$ cat config.mk
export PLATFORM = sky130hd
export DESIGN_NAME = error_function_unit_top_flat
export DESIGN_NICKNAME = d
export VERILOG_FILES = /design/src/hw/rtl/efu_pkg.sv /design/src/hw/rtl/efu_if.sv /design/src/hw/rtl/error_function_unit_top.sv /design/src/flat_wrapper.sv
export SDC_FILE = /design/constraint.sdc
export NUM_CORES = 2
export LEC_CHECK = 0
export ABC_CLOCK_PERIOD_IN_PS = 19120
export BUFFER_PORTS_ARGS = -buffer_cell sky130_fd_sc_hd__buf_4
export CORE_MARGIN = 2
export CORE_UTILIZATION = 50
export CTS_BUF_LIST = sky130_fd_sc_hd__clkbuf_4 sky130_fd_sc_hd__clkbuf_8
export DETAILED_ROUTE_END_ITERATION = 6
export PLACE_DENSITY_LB_ADDON = 0.08
export SLEW_MARGIN = 30
export SYNTH_ARGS = -nofsm -noshare
export SYNTH_HDL_FRONTEND = slang
export SYNTH_SLANG_ARGS = --single-unit
$ cat constraint.sdc
create_clock -name clk -period 19.12 [get_ports clk]
set_clock_uncertainty 0.15 [all_clocks]
set_input_delay 1.912 -clock clk [delete_from_list [all_inputs] [get_ports clk]]
set_output_delay 1.912 -clock clk [all_outputs]
set_load 0.02 [all_outputs]
$ cat src/hw/rtl/efu_pkg.sv
package efu_pkg;

    // field widths
    localparam int X_W   = 16;
    localparam int ERF_W = 16;

    typedef logic signed [X_W-1:0]   x_value_t;
    typedef logic signed [ERF_W-1:0] erf_value_t;

    // shared arithmetic unit sizes
    localparam int MUL_A_W   = 48;
    localparam int MUL_B_W   = 32;
    localparam int MUL_H_W   = 24;
    localparam int PROD_W    = 80;
    localparam int DEN_W     = 42;
    localparam int DVD_W     = 63;
    localparam int DIV_STEPS = 36;

    // fixed-point constants
    localparam logic [31:0] LOG2E_Q30       = 32'd1549082005;
    localparam logic [31:0] LN2_Q30         = 32'd744261118;
    localparam logic [31:0] INV_SQRT_PI_Q30 = 32'd605793953;
    localparam logic [31:0] TOL_DEN         = 32'd10000000;
    localparam logic [30:0] SERIES_LIMIT    = 31'd25165824;
    localparam int          EXP_TERMS       = 13;
    localparam logic [41:0] ONE_Q31         = 42'h0_8000_0000;
    localparam logic [53:0] ONE_Q32         = 54'h1_0000_0000;
    localparam logic [79:0] TOL_LIMIT       = 80'h1_8000_0000;
    localparam logic [62:0] RECIP_NUM       = 63'h4000_0000_0000_0000;

endpackage

$ cat src/hw/rtl/efu_if.sv
// sample channel
interface efu_in_if;
    import efu_pkg::*;
    logic     valid;
    logic     ready;
    x_value_t x_value;
    modport source (output valid, output x_value, input ready);
    modport sink   (input valid, input x_value, output ready);
endinterface

// result channel
interface efu_out_if;
    import efu_pkg::*;
    logic       valid;
    logic       ready;
    erf_value_t erf_value;
    modport source (output valid, output erf_value, input ready);
    modport sink   (input valid, input erf_value, output ready);
endinterface

$ cat src/hw/rtl/error_function_unit_top.sv
// erf of a Q3.12 sample, one word at a time, through one shared 24x32 multiplier
// (low half then high half of operand a) and one shared restoring divider
// exp(-x^2) first, then the power series or the continued fraction, up to 100 terms,
// then scaling by 1/sqrt(pi), rounding and saturation of the result
// a new word is taken only in idle, once the previous result is in the output register
// reset: rst_n asynchronous active low, returns to idle with no result pending
module error_function_unit_top #(
    parameter int MAX_TERMS     = 100,
    parameter int OUT_FRAC_BITS = 15
) (
    input  logic       clk,
    input  logic       rst_n,
    efu_in_if.sink     sample,
    efu_out_if.source  result
);
    import efu_pkg::*;

    localparam int CW = $clog2(MAX_TERMS + 1);
    localparam int AW = $clog2(2 * MAX_TERMS * MAX_TERMS + 1);
    localparam int SH = 32 - OUT_FRAC_BITS;
    localparam logic [33:0] RND  = 34'(1) << (31 - OUT_FRAC_BITS);
    localparam logic [33:0] MAXV = (34'(1) << OUT_FRAC_BITS) - 34'(1);

    typedef enum logic [30:0] {
        ST_IDLE     = 31'(1) << 0,
        ST_MUL_LO   = 31'(1) << 1,
        ST_MUL_HI   = 31'(1) << 2,
        ST_DIV_RUN  = 31'(1) << 3,
        ST_SQ       = 31'(1) << 4,
        ST_T        = 31'(1) << 5,
        ST_Y        = 31'(1) << 6,
        ST_EXP_LOOP = 31'(1) << 7,
        ST_EXP_DIV  = 31'(1) << 8,
        ST_EXP_ACC  = 31'(1) << 9,
        ST_EXP_END  = 31'(1) << 10,
        ST_SER_MUL  = 31'(1) << 11,
        ST_SER_DIV  = 31'(1) << 12,
        ST_SER_ACC  = 31'(1) << 13,
        ST_SER_CHK  = 31'(1) << 14,
        ST_FR_INIT  = 31'(1) << 15,
        ST_FR_H0    = 31'(1) << 16,
        ST_FR_IT    = 31'(1) << 17,
        ST_FR_D     = 31'(1) << 18,
        ST_FR_C     = 31'(1) << 19,
        ST_FR_CINV  = 31'(1) << 20,
        ST_FR_DINV  = 31'(1) << 21,
        ST_FR_DEL   = 31'(1) << 22,
        ST_FR_HM    = 31'(1) << 23,
        ST_FR_HU    = 31'(1) << 24,
        ST_FR_CHK   = 31'(1) << 25,
        ST_MANT     = 31'(1) << 26,
        ST_MANT_A   = 31'(1) << 27,
        ST_SC2      = 31'(1) << 28,
        ST_SC3      = 31'(1) << 29,
        ST_FIN      = 31'(1) << 30
    } state_t;

    // control registers
    state_t state_reg, state_next;
    state_t ret_reg, ret_next;
    logic   out_valid_reg, out_valid_next;
    logic [5:0] div_cnt_reg, div_cnt_next;
    logic [CW-1:0] cnt_reg, cnt_next;

    // datapath registers
    logic [MUL_A_W-1:0] mul_a_reg, mul_a_next;
    logic [MUL_B_W-1:0] mul_b_reg, mul_b_next;
    logic [PROD_W-1:0]  prod_reg, prod_next;
    logic [DEN_W-1:0]   div_rem_reg, div_rem_next;
    logic [DIV_STEPS-1:0] div_q_reg, div_q_next;
    logic [DEN_W-1:0]   div_den_reg, div_den_next;
    logic        neg_reg, neg_next;
    logic        frac_reg, frac_next;
    logic [16:0] ax_reg, ax_next;
    logic [30:0] s_reg, s_next;
    logic [6:0]  k_reg, k_next;
    logic [29:0] y_reg, y_next;
    logic [30:0] term_reg, term_next;
    logic signed [32:0] acc_reg, acc_next;
    logic [31:0] e_reg, e_next;
    logic [41:0] del_reg, del_next;
    logic [36:0] sum_reg, sum_next;
    logic [41:0] b_reg, b_next;
    logic [41:0] d_reg, d_next;
    logic [41:0] c_reg, c_next;
    logic [31:0] d_inv_reg, d_inv_next;
    logic [31:0] c_inv_reg, c_inv_next;
    logic [31:0] h_reg, h_next;
    logic [AW-1:0] anx2_reg, anx2_next;
    logic [15:0] res_reg, res_next;
    logic [15:0] out_reg, out_next;

    // shared multiplier, low half then high half of operand a
    logic [MUL_H_W-1:0] mul_sel;
    logic [55:0]        mul_half;
    assign mul_sel  = (state_reg == ST_MUL_HI) ? mul_a_reg[47:24] : mul_a_reg[23:0];
    assign mul_half = mul_sel * mul_b_reg;

    // divider trial subtract
    logic [DEN_W:0] div_trial;
    logic           div_ge;
    assign div_trial = {div_rem_reg, div_q_reg[DIV_STEPS-1]};
    assign div_ge    = div_trial >= {1'b0, div_den_reg};

    assign sample.ready     = (state_reg == ST_IDLE);
    assign result.valid     = out_valid_reg;
    assign result.erf_value = out_reg;

    // sequencer
    always_comb
    begin
        logic               mul_go;
        logic [MUL_A_W-1:0] ma;
        logic [MUL_B_W-1:0] mb;
        logic               div_go;
        logic [DVD_W-1:0]   dvd;
        logic [DEN_W-1:0]   den;
        state_t             ret;
        logic [16:0]        axv;
        logic [31:0]        acc_cl;
        logic [38:0]        sum3;
        logic [41:0]        tmp;
        logic [48:0]        hn;
        logic [41:0]        diff;
        logic               more;
        logic [53:0]        qc;
        logic [33:0]        p;
        logic [33:0]        r;

        state_next     = state_reg;
        ret_next       = ret_reg;
        out_valid_next = out_valid_reg;
        div_cnt_next   = div_cnt_reg;
        cnt_next       = cnt_reg;
        mul_a_next     = mul_a_reg;
        mul_b_next     = mul_b_reg;
        prod_next      = prod_reg;
        div_rem_next   = div_rem_reg;
        div_q_next     = div_q_reg;
        div_den_next   = div_den_reg;
        neg_next       = neg_reg;
        frac_next      = frac_reg;
        ax_next        = ax_reg;
        s_next         = s_reg;
        k_next         = k_reg;
        y_next         = y_reg;
        term_next      = term_reg;
        acc_next       = acc_reg;
        e_next         = e_reg;
        del_next       = del_reg;
        sum_next       = sum_reg;
        b_next         = b_reg;
        d_next         = d_reg;
        c_next         = c_reg;
        d_inv_next     = d_inv_reg;
        c_inv_next     = c_inv_reg;
        h_next         = h_reg;
        anx2_next      = anx2_reg;
        res_next       = res_reg;
        out_next       = out_reg;

        mul_go = 1'b0;
        ma     = '0;
        mb     = '0;
        div_go = 1'b0;
        dvd    = '0;
        den    = '0;
        ret    = ST_IDLE;
        axv    = '0;
        acc_cl = '0;
        sum3   = '0;
        tmp    = '0;
        hn     = '0;
        diff   = '0;
        more   = 1'b0;
        qc     = '0;
        p      = '0;
        r      = '0;

        if (result.valid && result.ready)
        begin
            out_valid_next = 1'b0;
        end

        unique case (state_reg)
            ST_IDLE:
            begin
                if (sample.valid)
                begin
                    neg_next = sample.x_value[15];
                    axv = sample.x_value[15] ? 17'h10000 - {1'b0, sample.x_value}
                                             : {1'b0, sample.x_value};
                    ax_next = axv;
                    mul_go = 1'b1;
                    ma = 48'(axv);
                    mb = 32'(axv);
                    ret = ST_SQ;
                end
            end
            ST_MUL_LO:
            begin
                prod_next  = 80'(mul_half);
                state_next = ST_MUL_HI;
            end
            ST_MUL_HI:
            begin
                prod_next  = prod_reg + {mul_half, 24'b0};
                state_next = ret_reg;
            end
            ST_DIV_RUN:
            begin
                div_rem_next = div_ge ? DEN_W'(div_trial - {1'b0, div_den_reg})
                                      : div_trial[DEN_W-1:0];
                div_q_next   = {div_q_reg[DIV_STEPS-2:0], div_ge};
                div_cnt_next = div_cnt_reg + 6'd1;
                if (div_cnt_reg == 6'(DIV_STEPS - 1))
                begin
                    state_next = ret_reg;
                end
            end
            // exp(-s) argument reduction
            ST_SQ:
            begin
                s_next = prod_reg[30:0];
                mul_go = 1'b1;
                ma = 48'(prod_reg[30:0]);
                mb = LOG2E_Q30;
                ret = ST_T;
            end
            ST_T:
            begin
                k_next = prod_reg[60:54];
                mul_go = 1'b1;
                ma = 48'(prod_reg[53:30]);
                mb = LN2_Q30;
                ret = ST_Y;
            end
            ST_Y:
            begin
                y_next     = prod_reg[53:24];
                term_next  = 31'h4000_0000;
                acc_next   = 33'sh0_4000_0000;
                cnt_next   = CW'(1);
                state_next = ST_EXP_LOOP;
            end
            // taylor terms of exp(-y)
            ST_EXP_LOOP:
            begin
                mul_go = 1'b1;
                ma = 48'(term_reg);
                mb = 32'(y_reg);
                ret = ST_EXP_DIV;
            end
            ST_EXP_DIV:
            begin
                div_go = 1'b1;
                dvd = 63'(prod_reg[79:30]);
                den = 42'(cnt_reg);
                ret = ST_EXP_ACC;
            end
            ST_EXP_ACC:
            begin
                term_next = div_q_reg[30:0];
                if (cnt_reg[0])
                begin
                    acc_next = acc_reg - $signed({2'b00, div_q_reg[30:0]});
                end
                else
                begin
                    acc_next = acc_reg + $signed({2'b00, div_q_reg[30:0]});
                end
                if (cnt_reg == CW'(EXP_TERMS))
                begin
                    state_next = ST_EXP_END;
                end
                else
                begin
                    cnt_next   = cnt_reg + CW'(1);
                    state_next = ST_EXP_LOOP;
                end
            end
            ST_EXP_END:
            begin
                acc_cl = acc_reg[32] ? 32'd0 : acc_reg[31:0];
                e_next = (k_reg >= 7'd31) ? 32'd0 : (acc_cl >> k_reg);
                if (s_reg < SERIES_LIMIT)
                begin
                    frac_next  = 1'b0;
                    del_next   = 42'h2_0000_0000;
                    sum_next   = 37'h2_0000_0000;
                    cnt_next   = CW'(1);
                    state_next = ST_SER_MUL;
                end
                else
                begin
                    frac_next  = 1'b1;
                    b_next     = {4'b0, s_reg, 7'b0} + 42'h0_4000_0000;
                    state_next = ST_FR_INIT;
                end
            end
            // power series
            ST_SER_MUL:
            begin
                mul_go = 1'b1;
                ma = 48'(del_reg);
                mb = 32'(s_reg);
                ret = ST_SER_DIV;
            end
            ST_SER_DIV:
            begin
                div_go = 1'b1;
                dvd = 63'(prod_reg[79:23]);
                den = 42'({cnt_reg, 1'b1});
                ret = ST_SER_ACC;
            end
            ST_SER_ACC:
            begin
                del_next = 42'(div_q_reg);
                sum_next = sum_reg + 37'(div_q_reg);
                mul_go = 1'b1;
                ma = 48'(div_q_reg);
                mb = TOL_DEN;
                ret = ST_SER_CHK;
            end
            ST_SER_CHK:
            begin
                sum3 = 39'(sum_reg) + 39'({sum_reg, 1'b0});
                if (prod_reg < 80'(sum3) || cnt_reg == CW'(MAX_TERMS))
                begin
                    state_next = ST_MANT;
                end
                else
                begin
                    cnt_next   = cnt_reg + CW'(1);
                    state_next = ST_SER_MUL;
                end
            end
            // continued fraction
            ST_FR_INIT:
            begin
                tmp = (b_reg < ONE_Q31) ? ONE_Q31 : b_reg;
                d_next = tmp;
                div_go = 1'b1;
                dvd = RECIP_NUM;
                den = tmp;
                ret = ST_FR_H0;
            end
            ST_FR_H0:
            begin
                d_inv_next = div_q_reg[31:0];
                h_next     = div_q_reg[31:0];
                cnt_next   = CW'(1);
                anx2_next  = AW'(1);
                state_next = ST_FR_IT;
            end
            ST_FR_IT:
            begin
                b_next = b_reg + 42'h1_0000_0000;
                mul_go = 1'b1;
                ma = 48'(anx2_reg);
                mb = d_inv_reg;
                ret = ST_FR_D;
            end
            ST_FR_D:
            begin
                tmp = ({37'b0, b_reg} > prod_reg[79:1]) ? b_reg - prod_reg[42:1] : 42'd0;
                d_next = (tmp < ONE_Q31) ? ONE_Q31 : tmp;
                if (cnt_reg == CW'(1))
                begin
                    c_next     = (b_reg < ONE_Q31) ? ONE_Q31 : b_reg;
                    state_next = ST_FR_CINV;
                end
                else
                begin
                    mul_go = 1'b1;
                    ma = 48'(anx2_reg);
                    mb = c_inv_reg;
                    ret = ST_FR_C;
                end
            end
            ST_FR_C:
            begin
                tmp = ({37'b0, b_reg} > prod_reg[79:1]) ? b_reg - prod_reg[42:1] : 42'd0;
                c_next     = (tmp < ONE_Q31) ? ONE_Q31 : tmp;
                state_next = ST_FR_CINV;
            end
            ST_FR_CINV:
            begin
                div_go = 1'b1;
                dvd = RECIP_NUM;
                den = c_reg;
                ret = ST_FR_DINV;
            end
            ST_FR_DINV:
            begin
                c_inv_next = div_q_reg[31:0];
                div_go = 1'b1;
                dvd = RECIP_NUM;
                den = d_reg;
                ret = ST_FR_DEL;
            end
            ST_FR_DEL:
            begin
                d_inv_next = div_q_reg[31:0];
                mul_go = 1'b1;
                ma = 48'(c_reg);
                mb = div_q_reg[31:0];
                ret = ST_FR_HM;
            end
            ST_FR_HM:
            begin
                del_next = prod_reg[72:31];
                mul_go = 1'b1;
                ma = 48'(prod_reg[72:31]);
                mb = h_reg;
                ret = ST_FR_HU;
            end
            ST_FR_HU:
            begin
                hn = prod_reg[79:31];
                h_next = (hn > 49'(ONE_Q31)) ? 32'h8000_0000 : hn[31:0];
                diff = (del_reg > ONE_Q31) ? del_reg - ONE_Q31 : ONE_Q31 - del_reg;
                if (diff < ONE_Q31)
                begin
                    mul_go = 1'b1;
                    ma = 48'(diff);
                    mb = TOL_DEN;
                    ret = ST_FR_CHK;
                end
                else
                begin
                    more = 1'b1;
                end
            end
            ST_FR_CHK:
            begin
                if (prod_reg < TOL_LIMIT)
                begin
                    state_next = ST_MANT;
                end
                else
                begin
                    more = 1'b1;
                end
            end
            // mantissa and scaling by exp(-s) / sqrt(pi)
            ST_MANT:
            begin
                mul_go = 1'b1;
                ma = frac_reg ? 48'(h_reg) : 48'(sum_reg);
                mb = 32'(ax_reg);
                ret = ST_MANT_A;
            end
            ST_MANT_A:
            begin
                mul_go = 1'b1;
                ma = frac_reg ? prod_reg[62:15] : prod_reg[63:16];
                mb = e_reg;
                ret = ST_SC2;
            end
            ST_SC2:
            begin
                mul_go = 1'b1;
                ma = prod_reg[77:30];
                mb = INV_SQRT_PI_Q30;
                ret = ST_SC3;
            end
            ST_SC3:
            begin
                qc = (prod_reg[79:26] > ONE_Q32) ? ONE_Q32 : prod_reg[79:26];
                p  = frac_reg ? 34'(ONE_Q32 - qc) : 34'(qc);
                r  = (p + RND) >> SH;
                if (r > MAXV)
                begin
                    r = MAXV;
                end
                res_next   = neg_reg ? 16'(34'd0 - r) : r[15:0];
                state_next = ST_FIN;
            end
            ST_FIN:
            begin
                if (!out_valid_reg || result.ready)
                begin
                    out_next       = res_reg;
                    out_valid_next = 1'b1;
                    state_next     = ST_IDLE;
                end
            end
            default:
            begin
                state_next = ST_IDLE;
            end
        endcase

        // next fraction step or finish
        if (more)
        begin
            if (cnt_reg == CW'(MAX_TERMS))
            begin
                state_next = ST_MANT;
            end
            else
            begin
                cnt_next   = cnt_reg + CW'(1);
                anx2_next  = anx2_reg + AW'({cnt_reg, 2'b01});
                state_next = ST_FR_IT;
            end
        end

        // launch shared multiplier
        if (mul_go)
        begin
            mul_a_next = ma;
            mul_b_next = mb;
            ret_next   = ret;
            state_next = ST_MUL_LO;
        end

        // launch shared divider
        if (div_go)
        begin
            div_rem_next = DEN_W'(dvd[DVD_W-1:DIV_STEPS]);
            div_q_next   = dvd[DIV_STEPS-1:0];
            div_den_next = den;
            div_cnt_next = 6'd0;
            ret_next     = ret;
            state_next   = ST_DIV_RUN;
        end
    end

    // control state
    always_ff @(posedge clk or negedge rst_n)
    begin
        if (!rst_n)
        begin
            state_reg     <= ST_IDLE;
            ret_reg       <= ST_IDLE;
            out_valid_reg <= 1'b0;
            div_cnt_reg   <= '0;
            cnt_reg       <= '0;
        end
        else
        begin
            state_reg     <= state_next;
            ret_reg       <= ret_next;
            out_valid_reg <= out_valid_next;
            div_cnt_reg   <= div_cnt_next;
            cnt_reg       <= cnt_next;
        end
    end

    // datapath
    always_ff @(posedge clk)
    begin
        mul_a_reg   <= mul_a_next;
        mul_b_reg   <= mul_b_next;
        prod_reg    <= prod_next;
        div_rem_reg <= div_rem_next;
        div_q_reg   <= div_q_next;
        div_den_reg <= div_den_next;
        neg_reg     <= neg_next;
        frac_reg    <= frac_next;
        ax_reg      <= ax_next;
        s_reg       <= s_next;
        k_reg       <= k_next;
        y_reg       <= y_next;
        term_reg    <= term_next;
        acc_reg     <= acc_next;
        e_reg       <= e_next;
        del_reg     <= del_next;
        sum_reg     <= sum_next;
        b_reg       <= b_next;
        d_reg       <= d_next;
        c_reg       <= c_next;
        d_inv_reg   <= d_inv_next;
        c_inv_reg   <= c_inv_next;
        h_reg       <= h_next;
        anx2_reg    <= anx2_next;
        res_reg     <= res_next;
        out_reg     <= out_next;
    end

endmodule
$ cat src/flat_wrapper.sv
// flat-port wrapper written by rule: the top's interface ports become plain ports
module error_function_unit_top_flat import efu_pkg::*;
#(
    parameter int MAX_TERMS     = 100,
    parameter int OUT_FRAC_BITS = 15
)
  (clk, rst_n, sample_valid, sample_x_value, sample_ready, result_valid, result_erf_value, result_ready);
  efu_in_if sample_i ();
  efu_out_if result_i ();
  input  logic clk;
  input  logic rst_n;
  input wire logic [$bits(sample_i.valid)-1:0] sample_valid;
  input wire logic [$bits(sample_i.x_value)-1:0] sample_x_value;
  output wire logic [$bits(sample_i.ready)-1:0] sample_ready;
  output wire logic [$bits(result_i.valid)-1:0] result_valid;
  output wire logic [$bits(result_i.erf_value)-1:0] result_erf_value;
  input wire logic [$bits(result_i.ready)-1:0] result_ready;
  assign sample_i.valid = sample_valid;
  assign sample_i.x_value = sample_x_value;
  assign sample_ready = sample_i.ready;
  assign result_valid = result_i.valid;
  assign result_erf_value = result_i.erf_value;
  assign result_i.ready = result_ready;
  error_function_unit_top #(.MAX_TERMS(MAX_TERMS), .OUT_FRAC_BITS(OUT_FRAC_BITS)) u_core (.clk(clk), .rst_n(rst_n), .sample(sample_i), .result(result_i));
endmodule
==> results by stage <==
Worst setup path:
- The worst setup path is launched from a flop.
- The number of cells on the worst reg-to-reg path is 44.
- The maximum cell stage delay along the critical path is 0.63 ns.
- The critical register-to-register path startpoint is u_core.state_reg[9].
- STA puts the critical path data arrival time at 14.15 ns.
- At the worst endpoint, the required time is 19.62 ns.
- The destination of the critical timing path is u_core.prod_reg[78].
- The slowest cell on the critical path is o311ai_0.
- In this run the worst path has a maximum fanout of 82.
- The element type at the critical path end is a flop.
- In this run the critical register-to-register path is captured at u_core.prod_reg[78].
- The cell occurring most often along the worst timing path is fa_1.
- Tracing the worst setup path back leads to its startpoint at u_core.state_reg[9].
- The setup check on the worst reg-to-reg path leaves a slack of 5.47 ns.
- The category of the most critical setup path is flop to flop.

Placement:
- The count of buffers inserted at the top-level ports is 37.
- Routability-driven placement finished with a final weighted congestion of 1.03.
- The wire-length estimate of the detail-placed layout is 237 mm.
- The placement-stage worst setup slack is 5.78 ns.
- The standard cell area after detailed placement is 82800 um^2.

STA:
- The setup-violating endpoint count in the final report is 0.
- The slew at the pin with the worst max-slew slack is 1.10 ns.
- The post-route fraction of the period consumed by the critical path is 71.4%.
- Summed over all failing endpoints, the final setup total negative slack is 0 ns.
- The number of hold violations in the final report is 0.
- The worst pin sits at a relative slew slack of 26.7%.
- The clock period minus final worst setup slack is 13.65 ns.
- The number of pins with negative max-slew slack in the final report is 0.
- The maximum clock frequency is 73.3 MHz.
- Setup repair after global routing left no endpoint under its margin.
- The setup slack after layout is 5.47 ns.

CTS:
- The CTS tree is yes.
- The clock tree synthesis step divided the H-tree into 4 levels.
- The clock latency at the later pin of the worst-skew pair is 0.95 ns.
- The total of hold buffers inserted after clock tree synthesis is 0.
- The root buffer cell is clkbuf_8.
- The maximum count of clock buffers along a single path is 3.
- The number of buffers created by CTS is 158.
- After clock tree synthesis, the clock-pin slew on the worst setup and hold paths is 0.06 ns.
- The post-cts gate resize count is 0.
- In this run the post-CTS setup repair buffer count came out at 0.
- The tree built by TritonCTS fans out to 869 sinks.

Global route:
- Entering global routing, the biggest net connects 95 pins.
- The global-route met1 utilization is 50.9%.
- For this run, global-route usage on met3 was measured as 11.2%.
- The peak-usage layer in the global routing report is met2.
- The remaining global-route overflow is 0.
- The global routing met2 resource utilization is 58.4%.
- For this run, the total global-route usage over all layers was measured as 39.5%.
- The first global-routing pass estimated 464 mm of wire.
- The number of antenna violations at the first check in global routing came to 47.
- The number of global-route vias before repair is 65.8k.

Run status:
- The checks that failed: design-rule violations.
- The flow ran to the end, but the final reports show violations.

Final layout:
- The proportion of layout cells with a drive suffix above 1 is 7.55%.
- The final design utilization is 54.2%.
- With fillers left out, the area of the finished cells amounts to 86000 um^2.
- The net count of the finished layout is 9444.
- Compared with the post-synthesis result, the final layout area differs by 7.56%.
- The flip-flop count of the largest register, all copies and words added is 80.

Drt:
- In this run, the number of DRC markers left after iteration 0 of detailed routing was 8441.
- The detail route stage leaves a number of antenna-violating nets equal to 0.
- The total wire length is 321 mm.
- The routed wirelength normalized by instance count is 30.6 um.
- The count of vias placed by the detailed router is 66.9k.
- The first-pass iteration count of the detailed router is 7.
- The number of remaining DRC errors is 3.
- After detailed routing, the number of vias per cell comes to 6.38.

Logic synthesis:
- In this run, synthesis inferred 774 flip-flops with an integrated enable.
- The instance count of the mapped netlist is 8332.
- For this run, the register share of the synthesized area comes to 31.9%.
- The most area-hungry cell type in the Yosys netlist is edfxtp_1.
- Counting flops with an async set or reset pin after synthesis yields a share of 7.48%.
- The number of different library cells used by synthesis comes to 101.
- The area of the mapped netlist is 80000 um^2.
- The dominant register cell in the synthesized netlist is edfxtp_1.
- The number of storage elements in the synthesis netlist is 869.
- nand2_1 is the most common cell in the netlist.
- The synthesized netlist net count is 9502.
- Ranked by total cell area, the synthesized netlist is headed by edfxtp_1 29%, fa_1 17%, ha_1 7.6%, nand2_1 4.7%, inv_1 4.3%.
- The number of warning messages in the yosys log is 0.
- The commonest cells after synthesis are 1011 x nand2_1, 912 x inv_1, 774 x edfxtp_1.
- Dividing the synthesized area by the synthesized cell count gives 9.60 um^2.
- Summed over its instances, the top area cell type makes up 29.1% of the synthesized netlist area.

Die:
- The number of rows in the core area is 146.
- The die is 404 um tall.
- For this design the top-level I/O count stands at 38.
- The horizontal extent of the die is 404 um.
- The core region area is 159000 um^2.
- The die footprint is 163000 um^2.
- The initial utilization of the core area, before any placement, comes to 50.4%.

Min path:
- The tightest min-delay check is of the flop to flop type.
- The startpoint of the worst hold path is u_core.res_reg[6].

Job:
- The max-cap check violation count is 0.
-- final cells by class --
type,count,area [um^2]
Inverter,913,3430
Antenna cell,19,47.5
Clock buffer,205,2550
Sequential cell,869,25500
Fill cell,14600,72600
Timing Repair Buffer,248,1890
Multi-Input combinational cell,6084,49500
Tap cell,2072,2590
Clock inverter,81,559
-- worst min path at each step --
stage,endpoint,depth (start not counted)
after floorplan,u_core.result.erf_value[0],0
after global placement,u_core.result.erf_value[2],0
after detailed placement,u_core.result.erf_value[6],0
after CTS,u_core.result.erf_value[6],0
after global routing,u_core.result.erf_value[2],0
final,u_core.result.erf_value[6],0
-- metal layers --
layer	wire, um	vias up
li1	-	28800
met1	124000	33300
met2	137000	3859
met3	36100	929
met4	24700	26
met5	161	-
-- critical path, delay by kind of cell (launching register included) --
kind | cells | cell delay [ns]
simple gates | 16 | 3.82
compound gates | 11 | 3.09
buf+inv | 7 | 1.19
xor+xnor | 1 | 0.14
flops | 1 | 0.44
fa+ha+maj | 9 | 4.45
-- placed cells by master (no fill, tap or decap), types with 43 or more instances in the layout --
cell	n
nand2_1	1004
inv_1	908
edfxtp_1	774
fa_1	663
ha_1	487
nor2_1	472
and2_1	383
o21ai_0	327
a21oi_1	323
buf_4	246
xnor2_1	217
xor2_1	177
a21o_1	170
clkbuf_8	162
nand3_1	140
nor2b_1	135
mux2i_1	129
nor3_1	115
a211oi_1	106
a22oi_1	97
a22o_1	82
nand2b_1	71
dfrtp_1	63
a221oi_1	62
a31oi_1	61
a221o_1	58
o31ai_1	58
nand4_1	56
a222oi_1	51
and3_1	48
o211ai_1	47
nor4_1	43
o21a_1	43
clkbuf_4	43
-- logic make-up after synthesis --
group	share of synthesized area, %
AO/OA/AOI/OAI	14.7
XOR/XNOR	4.33
adder cells (fa/ha/maj)	24.2
buffers and inverters	6.55
flip-flops	31.9
multiplexers	2.10
other	0.00469
AND/OR/NAND/NOR	16.3
-- through the flow --
step	hold slack [ns]	instances
floorplan	0.250	8332
global placement	0.254	10200
detailed placement	0.255	10200
CTS	0.268	10500
global route	0.290	10500
finish	0.266	10500
Power is left out: the tool's default activity adds up to more than one toggle a clock period on the data nets, which glitch-free logic cannot reach.
